### src/design/hvu_pkg.sv
`default_nettype none

package hvu_pkg;

	// coordinate width handed to the top level by default
	localparam int COORD_WIDTH_DEF = 20;

	// fixed widths of the stream fields
	localparam int FIELD_W   = 20;
	localparam int NODE_W    = 3;
	localparam int NODES     = 8;
	localparam int FRAMES    = 2;
	localparam int SLOTS     = NODES * FRAMES;
	localparam int VOLUME_W  = 63;

	// stream word layout
	localparam int IN_DATA_W  = 64;
	localparam int IN_USER_W  = 2;
	localparam int OUT_DATA_W = 64;

	localparam int NODE_LO = 0;
	localparam int X_LO    = NODE_LO + NODE_W;
	localparam int Y_LO    = X_LO + FIELD_W;
	localparam int Z_LO    = Y_LO + FIELD_W;

	localparam int USER_ACTION = 0;
	localparam int USER_FRAME  = 1;

	// action codes
	localparam logic ACT_LOAD    = 1'b0;
	localparam logic ACT_COMPUTE = 1'b1;

	// tetrahedra of the split and their count
	localparam int TETRAS   = 5;
	localparam int TETRA_W  = 3;

	// the divisor of the triple product sum
	localparam logic [3:0] DIVISOR = 4'd6;

	typedef enum logic [2:0] {
		S_IDLE,
		S_FETCH,
		S_MUL,
		S_APPLY,
		S_ACCUM,
		S_START,
		S_DIV,
		S_DONE
	} hvu_state_t;

	// node k of tetrahedron t, node k = 0 being the apex of the edge vectors
	function automatic logic [NODE_W-1:0] tetra_node(input logic [TETRA_W-1:0] t,
		input logic [1:0] k);
		logic [4*NODE_W-1:0] row;
		begin
			unique case (t)
				3'd0: row = {3'd5, 3'd2, 3'd1, 3'd0};
				3'd1: row = {3'd5, 3'd7, 3'd2, 3'd0};
				3'd2: row = {3'd7, 3'd3, 3'd2, 3'd0};
				3'd3: row = {3'd4, 3'd7, 3'd5, 3'd0};
				3'd4: row = {3'd6, 3'd5, 3'd7, 3'd2};
				default: row = '0;
			endcase
			tetra_node = row[k*NODE_W +: NODE_W];
		end
	endfunction

endpackage

`default_nettype wire

### src/design/hvu_ram.sv
`default_nettype none

module hvu_ram #(
	parameter int WIDTH = 60,
	parameter int DEPTH = 16
) (
	input  wire logic                     clk,
	input  wire logic                     we,
	input  wire logic [$clog2(DEPTH)-1:0] waddr,
	input  wire logic [WIDTH-1:0]         wdata,
	input  wire logic                     re,
	input  wire logic [$clog2(DEPTH)-1:0] raddr,
	output logic      [WIDTH-1:0]         rdata
);

	logic [WIDTH-1:0] mem_q [DEPTH];

	always_ff @(posedge clk) begin
		if (we) begin
			mem_q[waddr] <= wdata;
		end
		if (re) begin
			rdata <= mem_q[raddr];
		end
	end

endmodule

`default_nettype wire

### src/design/hvu_mul.sv
`default_nettype none

module hvu_mul #(
	parameter int D = 21
) (
	input  wire logic                  clk,
	input  wire logic                  en,
	input  wire logic signed [D:0]     op_a,
	input  wire logic signed [D-1:0]   op_b,
	output logic      signed [2*D:0]   prod_q
);

	// registered signed product, one per enabled cycle
	always_ff @(posedge clk) begin
		if (en) begin
			prod_q <= op_a * op_b;
		end
	end

endmodule

`default_nettype wire

### src/design/hvu_div6.sv
`default_nettype none

module hvu_div6
	import hvu_pkg::*;
#(
	parameter int N = 69
) (
	input  wire logic         clk,
	input  wire logic         arst_n,
	input  wire logic         start,
	input  wire logic [N-1:0] dividend,
	output logic              done_q,
	output logic [N-1:0]      quot_q
);

	localparam int DIGIT_W = 16;
	localparam int DIGITS  = (N + DIGIT_W - 1) / DIGIT_W;
	localparam int WORK_W  = DIGITS * DIGIT_W;
	localparam int X_W     = DIGIT_W + 3;
	localparam int SHIFT   = X_W + 3;
	localparam int RECIP_W = SHIFT - 2;
	localparam int SC_W    = SHIFT + DIGIT_W;
	localparam int CNT_W   = $clog2(DIGITS + 1);

	// ceil(2^SHIFT / 6), exact for every partial dividend below 2^X_W
	localparam logic [RECIP_W-1:0] RECIP =
		RECIP_W'(((1 << SHIFT) + int'(DIVISOR) - 1) / int'(DIVISOR));

	logic [CNT_W-1:0]   cnt_q;
	logic [WORK_W-1:0]  work_q;
	logic [2:0]         rem_q;
	logic [X_W-1:0]     part;
	logic [SC_W-1:0]    scaled;
	logic [DIGIT_W-1:0] qdig;
	logic [2:0]         rem_next;

	// one quotient digit per cycle, most significant digit first
	always_comb begin
		part     = {rem_q, work_q[WORK_W-1 -: DIGIT_W]};
		scaled   = SC_W'(part) * SC_W'(RECIP);
		qdig     = scaled[SHIFT +: DIGIT_W];
		rem_next = 3'(part - X_W'(qdig) * X_W'(DIVISOR));
	end

	always_ff @(posedge clk or negedge arst_n) begin
		if (!arst_n) begin
			cnt_q  <= '0;
			done_q <= 1'b0;
		end else begin
			done_q <= 1'b0;
			if (start) begin
				cnt_q <= CNT_W'(DIGITS);
			end else if (cnt_q != '0) begin
				cnt_q <= cnt_q - 1'b1;
				if (cnt_q == CNT_W'(1)) begin
					done_q <= 1'b1;
				end
			end
		end
	end

	// dividend digits leave at the top while quotient digits enter at the bottom
	always_ff @(posedge clk) begin
		if (start) begin
			work_q <= WORK_W'(dividend);
			rem_q  <= '0;
		end else if (cnt_q != '0) begin
			work_q <= {work_q[WORK_W-DIGIT_W-1:0], qdig};
			rem_q  <= rem_next;
		end
	end

	assign quot_q = work_q[N-1:0];

endmodule

`default_nettype wire

### src/design/hexahedron_volume_unit.sv
`default_nettype none

// hexahedron volume unit: keeps two frames (reference and current) of eight
// node coordinates for one hexahedral element in a 16-entry node memory, and
// on a compute word gives the element volume as the truncated sum of the
// absolute triple products of five tetrahedra (nodes 0-1-2-5, 0-2-7-5,
// 0-2-3-7, 0-5-7-4, 2-7-5-6) divided by six. a load word is taken whenever
// the block is idle and gives no result; nodes never loaded read as zero. a
// compute word runs on one shared signed multiplier: per tetrahedron the four
// nodes are fetched from the single memory read port, twelve multiplications
// form the triple product and its magnitude is added, then a divide by six by
// reciprocal multiplication settles one 16-bit digit of the sum per cycle. a
// compute word keeps s_axis_tready low until its volume enters the output
// register, including any wait for that register to free; a finished volume
// waits in the output register while further load words are taken.
module hexahedron_volume_unit
	import hvu_pkg::*;
#(
	parameter int COORD_WIDTH = COORD_WIDTH_DEF
) (
	input  wire logic                  clk,
	input  wire logic                  arst_n,
	input  wire logic                  s_axis_tvalid,
	output logic                       s_axis_tready,
	// node_index[2:0], coord_x[22:3], coord_y[42:23], coord_z[62:43], zero pad
	input  wire logic [IN_DATA_W-1:0]  s_axis_tdata,
	// action[0], frame[1]
	input  wire logic [IN_USER_W-1:0]  s_axis_tuser,
	output logic                       m_axis_tvalid,
	input  wire logic                  m_axis_tready,
	// volume[62:0], zero pad
	output logic      [OUT_DATA_W-1:0] m_axis_tdata
);

	localparam int W      = COORD_WIDTH;
	localparam int D      = W + 1;           // edge vector component width
	localparam int P      = 2 * D + 1;       // product and cross component width
	localparam int ACC_W  = 3 * D + 3;       // triple product width
	localparam int SUM_W  = ACC_W + 3;       // sum of five magnitudes
	localparam int ADDR_W = $clog2(SLOTS);

	// state and sequencing counters
	hvu_state_t         state_q, state_d;
	logic               frame_q;
	logic [TETRA_W-1:0] tetra_q;
	logic [2:0]         fetch_q;
	logic [1:0]         comp_q;
	logic [1:0]         sub_q;

	// operand and result registers
	logic signed [W-1:0] org_q [3];
	logic signed [D-1:0] a_q [3];
	logic signed [D-1:0] b_q [3];
	logic signed [D-1:0] c_q [3];
	logic signed [P-1:0] cross_q;
	logic [ACC_W-1:0]    acc_q;
	logic [SUM_W-1:0]    sum_q;
	logic [VOLUME_W-1:0] volume_q;
	logic                out_valid_q;

	// node memory and its valid bits
	logic [SLOTS-1:0]    valid_q;
	logic                rd_ok_q;
	logic                ram_we;
	logic [ADDR_W-1:0]   ram_waddr;
	logic [3*W-1:0]      ram_wdata;
	logic                ram_re;
	logic [ADDR_W-1:0]   ram_raddr;
	logic [3*W-1:0]      ram_rdata;
	logic [3*W-1:0]      node_word;

	// shared multiplier
	logic                mul_en;
	logic signed [D:0]   op_a;
	logic signed [D-1:0] op_b;
	logic signed [P-1:0] prod;

	// divider
	logic                div_start;
	logic                div_done;
	logic [SUM_W-1:0]    quot;

	logic                in_acc;
	logic                load_acc;
	logic                comp_acc;
	logic                out_free;
	logic [ACC_W-1:0]    prod_ext;
	logic [SUM_W-1:0]    acc_ext;

	assign in_acc   = s_axis_tvalid && s_axis_tready;
	assign load_acc = in_acc && (s_axis_tuser[USER_ACTION] == ACT_LOAD);
	assign comp_acc = in_acc && (s_axis_tuser[USER_ACTION] == ACT_COMPUTE);
	assign out_free = !out_valid_q || m_axis_tready;

	assign s_axis_tready = (state_q == S_IDLE);
	assign m_axis_tvalid = out_valid_q;
	assign m_axis_tdata  = OUT_DATA_W'(volume_q);

	// only the low coordinate bits are kept, packed z:y:x
	assign ram_we    = load_acc;
	assign ram_waddr = {s_axis_tuser[USER_FRAME], s_axis_tdata[NODE_LO +: NODE_W]};
	assign ram_wdata = {s_axis_tdata[Z_LO +: W], s_axis_tdata[Y_LO +: W],
		s_axis_tdata[X_LO +: W]};
	assign ram_re    = (state_q == S_FETCH) && (fetch_q < 3'd4);
	assign ram_raddr = {frame_q, tetra_node(tetra_q, fetch_q[1:0])};

	// a node never written reads as zero
	assign node_word = rd_ok_q ? ram_rdata : '0;

	hvu_ram #(
		.WIDTH(3 * W),
		.DEPTH(SLOTS)
	) u_ram (
		.clk  (clk),
		.we   (ram_we),
		.waddr(ram_waddr),
		.wdata(ram_wdata),
		.re   (ram_re),
		.raddr(ram_raddr),
		.rdata(ram_rdata)
	);

	hvu_mul #(
		.D(D)
	) u_mul (
		.clk   (clk),
		.en    (mul_en),
		.op_a  (op_a),
		.op_b  (op_b),
		.prod_q(prod)
	);

	hvu_div6 #(
		.N(SUM_W)
	) u_div (
		.clk     (clk),
		.arst_n  (arst_n),
		.start   (div_start),
		.dividend(sum_q),
		.done_q  (div_done),
		.quot_q  (quot)
	);

	// operand selection: cross component i = a[j]*b[k] - a[k]*b[j], then the
	// cross value times c[i] in a low unsigned half and a high signed half
	always_comb begin
		op_a = '0;
		op_b = '0;
		case (sub_q)
			2'd0: begin
				case (comp_q)
					2'd0: begin op_a = (D+1)'(a_q[1]); op_b = b_q[2]; end
					2'd1: begin op_a = (D+1)'(a_q[2]); op_b = b_q[0]; end
					default: begin op_a = (D+1)'(a_q[0]); op_b = b_q[1]; end
				endcase
			end
			2'd1: begin
				case (comp_q)
					2'd0: begin op_a = (D+1)'(a_q[2]); op_b = b_q[1]; end
					2'd1: begin op_a = (D+1)'(a_q[0]); op_b = b_q[2]; end
					default: begin op_a = (D+1)'(a_q[1]); op_b = b_q[0]; end
				endcase
			end
			2'd2: begin
				op_a = $signed({1'b0, cross_q[D-1:0]});
				case (comp_q)
					2'd0: op_b = c_q[0];
					2'd1: op_b = c_q[1];
					default: op_b = c_q[2];
				endcase
			end
			default: begin
				op_a = cross_q[P-1:D];
				case (comp_q)
					2'd0: op_b = c_q[0];
					2'd1: op_b = c_q[1];
					default: op_b = c_q[2];
				endcase
			end
		endcase
	end

	assign prod_ext = {{(ACC_W-P){prod[P-1]}}, prod};
	assign acc_ext  = {{(SUM_W-ACC_W){acc_q[ACC_W-1]}}, acc_q};

	// sequencer
	always_comb begin
		state_d   = state_q;
		mul_en    = 1'b0;
		div_start = 1'b0;
		unique case (state_q)
			S_IDLE: begin
				if (comp_acc) begin
					state_d = S_FETCH;
				end
			end
			S_FETCH: begin
				if (fetch_q == 3'd4) begin
					state_d = S_MUL;
				end
			end
			S_MUL: begin
				mul_en  = 1'b1;
				state_d = S_APPLY;
			end
			S_APPLY: begin
				if (sub_q == 2'd3 && comp_q == 2'd2) begin
					state_d = S_ACCUM;
				end else begin
					state_d = S_MUL;
				end
			end
			S_ACCUM: begin
				if (tetra_q == TETRA_W'(TETRAS - 1)) begin
					state_d = S_START;
				end else begin
					state_d = S_FETCH;
				end
			end
			S_START: begin
				div_start = 1'b1;
				state_d   = S_DIV;
			end
			S_DIV: begin
				if (div_done) begin
					state_d = S_DONE;
				end
			end
			S_DONE: begin
				if (out_free) begin
					state_d = S_IDLE;
				end
			end
			default: state_d = S_IDLE;
		endcase
	end

	always_ff @(posedge clk or negedge arst_n) begin
		if (!arst_n) begin
			state_q     <= S_IDLE;
			valid_q     <= '0;
			out_valid_q <= 1'b0;
			tetra_q     <= '0;
			fetch_q     <= '0;
			comp_q      <= '0;
			sub_q       <= '0;
		end else begin
			state_q <= state_d;
			if (load_acc) begin
				valid_q[ram_waddr] <= 1'b1;
			end
			if (state_q == S_DONE && out_free) begin
				out_valid_q <= 1'b1;
			end else if (m_axis_tready) begin
				out_valid_q <= 1'b0;
			end
			unique case (state_q)
				S_IDLE: begin
					tetra_q <= '0;
					fetch_q <= '0;
				end
				S_FETCH: begin
					fetch_q <= fetch_q + 1'b1;
					comp_q  <= '0;
					sub_q   <= '0;
				end
				S_APPLY: begin
					sub_q <= sub_q + 1'b1;
					if (sub_q == 2'd3) begin
						comp_q <= comp_q + 1'b1;
					end
				end
				S_ACCUM: begin
					tetra_q <= tetra_q + 1'b1;
					fetch_q <= '0;
				end
				default: ;
			endcase
		end
	end

	// payload registers
	always_ff @(posedge clk) begin
		rd_ok_q <= valid_q[ram_raddr];
		if (comp_acc) begin
			frame_q <= s_axis_tuser[USER_FRAME];
			sum_q   <= '0;
		end
		if (state_q == S_FETCH) begin
			// data of the read issued last cycle
			for (int k = 0; k < 3; k++) begin
				unique case (fetch_q)
					3'd1: org_q[k] <= node_word[k*W +: W];
					3'd2: a_q[k] <= {node_word[k*W+W-1], node_word[k*W +: W]}
						- {org_q[k][W-1], org_q[k]};
					3'd3: b_q[k] <= {node_word[k*W+W-1], node_word[k*W +: W]}
						- {org_q[k][W-1], org_q[k]};
					3'd4: c_q[k] <= {node_word[k*W+W-1], node_word[k*W +: W]}
						- {org_q[k][W-1], org_q[k]};
					default: ;
				endcase
			end
			acc_q <= '0;
		end
		if (state_q == S_APPLY) begin
			case (sub_q)
				2'd0: cross_q <= prod;
				2'd1: cross_q <= cross_q - prod;
				2'd2: acc_q <= acc_q + prod_ext;
				default: acc_q <= acc_q + (prod_ext << D);
			endcase
		end
		if (state_q == S_ACCUM) begin
			// add the magnitude of the triple product
			sum_q <= acc_q[ACC_W-1] ? sum_q - acc_ext : sum_q + acc_ext;
		end
		if (state_q == S_DONE && out_free) begin
			volume_q <= VOLUME_W'(quot);
		end
	end

`ifndef SYNTHESIS
	// a compute word keeps the input side closed on the next cycle
	a_busy_after_compute: assert property (@(posedge clk) disable iff (!arst_n)
		comp_acc |=> !s_axis_tready)
		else $error("input taken during a volume computation");

	// a loaded node is marked valid
	a_load_marks_valid: assert property (@(posedge clk) disable iff (!arst_n)
		load_acc |=> valid_q[$past(ram_waddr)])
		else $error("loaded node not marked valid");

	// a new volume only comes out of the final state
	a_result_source: assert property (@(posedge clk) disable iff (!arst_n)
		$rose(m_axis_tvalid) |-> $past(state_q == S_DONE))
		else $error("volume presented outside the final state");

	// the divider finishes only while it is awaited
	a_div_done_state: assert property (@(posedge clk) disable iff (!arst_n)
		div_done |-> (state_q == S_DIV))
		else $error("divider finished outside the divide state");

	// the multiplier is only used between fetches of a tetrahedron
	a_mul_in_range: assert property (@(posedge clk) disable iff (!arst_n)
		mul_en |-> (comp_q != 2'd3 && tetra_q < TETRA_W'(TETRAS)))
		else $error("multiplier step out of range");
`endif

endmodule

`default_nettype wire

### config.mk
export PLATFORM = sky130hd
export DESIGN_NAME = hexahedron_volume_unit
export DESIGN_NICKNAME = d
export VERILOG_FILES = /design/src/design/hvu_pkg.sv /design/src/design/hvu_ram.sv /design/src/design/hvu_mul.sv /design/src/design/hvu_div6.sv /design/src/design/hexahedron_volume_unit.sv
export SDC_FILE = /design/constraint.sdc
export NUM_CORES = 2
export LEC_CHECK = 0
export BUFFER_PORTS_ARGS = -buffer_cell sky130_fd_sc_hd__buf_2
export CAP_MARGIN = 25
export CORE_MARGIN = 10
export CORE_UTILIZATION = 40
export DETAILED_ROUTE_END_ITERATION = 7
export GPL_TIMING_DRIVEN = 1
export PLACE_DENSITY = 0.59
export SYNTH_ARGS = -nofsm -noshare
export SYNTH_HDL_FRONTEND = slang
export SYNTH_HIERARCHICAL = 1
export SYNTH_SLANG_ARGS = --single-unit
### constraint.sdc
create_clock -name clk -period 8.8 [get_ports clk]
set_clock_uncertainty 0.05 [all_clocks]
set_input_delay 0.88 -clock clk [delete_from_list [all_inputs] [get_ports clk]]
set_output_delay 0.88 -clock clk [all_outputs]
set_load 0.01 [all_outputs]
==> reports/results.ini <==
[timing]
fmax_mhz = 118
finalSetupTns_ps = 0
layout_min_cycle_time_ps = 8500
relSlewSlack_pct = 21.7
setup_viol_count_final = 0
tightest_slew_ps = 1170
final_max_slew_viol_count = 0
fin_crit_sh_pct = 96.5
finalHoldViolCount = 0
fin_ws_ps = 304

[critical_path]
r2r_end = u_mul/prod_q[41]
r2r_setup_slack_ps = 300
end_kind = register
critPathMaxStageDelay_ps = 540
path_common_cell = fa_1
start_kind = register
crit_type = register to register
r2r_start = comp_q[0]
worstPathRequired_ps = 9320
cp_max_fo = 25
crit_family = adder cells
crit_arrival_ps = 9020
critPathSlowestCell = fa_1
r2r_cells = 32
cp_num_buf_inv = 9

[status]
outcome = finished clean

[cts]
clock_sinks = 1672
cts_tree = done
clk_pin_slew_ps = 60
numCtsBuffers = 180
clk_latency_ps = 890
cts_buffer_depth = 3
clockRootBuffer = clkbuf_16
cts_htree_levels = 4

[synthesis]
syn_inst = 8434
syn_area_per_cell_um2 = 12.2
ys_warn_count = 6
synth_fp_nets = 9630
syn_area_um2 = 103000

[die]
floorplan.initialDensity_pct = 40.2
dieWidth_um = 527
ioPinCount = 136
coreArea_um2 = 256000
num_rows = 186
die_h_um = 527
die_area_um2 = 278000

[global_routing]
antenna_found_initial = 34
grt_pass1_vias = 68456
grt_pass1_wl_um = 418000
gr-total-overflow = 0
grt.total_usage_pct = 19.3
grt_max_degree = 79

[finish]
drive_gt1_share_pct = 12.8
stdcell_area_um2 = 115000
fin_cells = 12148
syn_to_final_growth_pct = 11.6
nNetsFinal = 9798

[power_and_ir_drop]
swShare_pct = 20.6
internal-power_w = 0.0132
p_sw_w = 0.00342
power.density_nw_per_um2 = 145
ir_drop_mv = 0.239
leakage_nw = 45.7
pwr-share-clk_pct = 47.5
comb_power_share_pct = 0.5
seqPwrFrac_pct = 52.0

[run]
max_cap_violations = 0

[routing]
drc = 0
wirelength_um = 274000
dr.pass1.iters = 6
antenna_left = 0
num_vias = 66888
viasPerCell = 5.51
drt_iter0_drc = 5177
wl_per_cell_um = 22.6

[hold_path]
hold_class = input port to register
worstHoldStart = s_axis_tdata[27]
whs_endpoint = u_ram/mem_q[0][24]
hold_depth = 1

[placed_design]
dp.cells = 11792
pre_cts_slack_ps = -47.6
dpl.hpwl_um = 201000
routabilityCongestion = 0.899
placedInstanceArea_um2 = 108000
port_buffers = 133

-- power by group through the flow --
stage               Combinational, W  Clock, W  Sequential, W
finish                     0.0000822   0.00789        0.00864
global route               0.0000935   0.00838        0.00864
CTS                        0.0000821   0.00806        0.00864
global placement           0.0000740         0        0.00881
detailed placement         0.0000823         0        0.00881
floorplan                 0.00000285         0        0.00881
-- final cells by class --
type,instances,area (um^2)
fillers,23261,142000
flip-flops and latches,1672,49400
multi-input cells,5423,48500
clock buffers,217,4710
well taps,3384,4230
inverters,912,3420
repair buffers,413,2970
clock inverters,116,1570
diodes,11,27.5
-- what timing repair did --
item                                    CTS  global route
setup buffers                             0             8
hold buffers                              0             1
endpoints found under the setup margin    0            11
endpoints found under the hold margin     0            16
gates resized for setup                   0            24
-- routing by layer --
layer  vias to the layer above  GRT usage, %  wire, um
li1                      30495             -         -
met1                     34191          25.0    115000
met2                      1724          33.5    136000
met3                       444          2.80     14300
met4                        34          5.70      8660
met5                         -             0       231
-- worst max path at each step --
stage              start               end  cells after the start
2_1_floorplan  comp_q[0]  u_mul/prod_q[42]                     30
6_report       comp_q[0]  u_mul/prod_q[41]                     32
3_5_place_dp   comp_q[0]  u_mul/prod_q[42]                     31
4_1_cts        comp_q[0]  u_mul/prod_q[42]                     31
3_3_place_gp   comp_q[0]  u_mul/prod_q[42]                     31
5_1_grt        comp_q[0]  u_mul/prod_q[41]                     32
-- flip-flops by register name, indices dropped and copies added (netlist names), 2 cells and up --
name and cells:
a_q 63, acc_q 66, b_q 63, c_q 63
comp_q 2, cross_q 43, fetch_q 3, org_q 60
state_q 3, sub_q 2, sum_q 69, tetra_q 3
u_div/cnt_q 3, u_div/rem_q 3, u_div/work_q 80, u_mul/prod_q 43
u_ram/mem_q 960, u_ram/rdata 60, valid_q 16, volume_q 63
-- per-stage QoR --
step	hold WS (ps)	utilization, %	total power, W
detailed placement	388	42.2	0.00889
global route	278	44.8	0.0171
global placement	384	42.2	0.00889
floorplan	372	-	0.00882
CTS	87.3	44.7	0.0168
finish	308	44.8	0.0166
-- layout by cell type, fill, tap and decap left out, types with 54 or more instances in the layout --
cell type / count
and2_1: 267
dfxtp_1: 58
nand3_1: 79
nand2_1: 816
fa_1: 586
a21oi_1: 457
buf_2: 133
xnor2_1: 270
xor2_1: 101
nand4_1: 61
buf_4: 261
nor2b_1: 54
nand2b_1: 58
o21ai_0: 256
mux2_2: 60
a22oi_1: 223
nor2_1: 357
nor3_1: 67
clkbuf_16: 180
inv_1: 908
edfxtp_1: 1578
a21o_1: 178
mux4_2: 241
o21bai_1: 56
ha_1: 532
No activity file was read; power rests on OpenSTA's default activity.
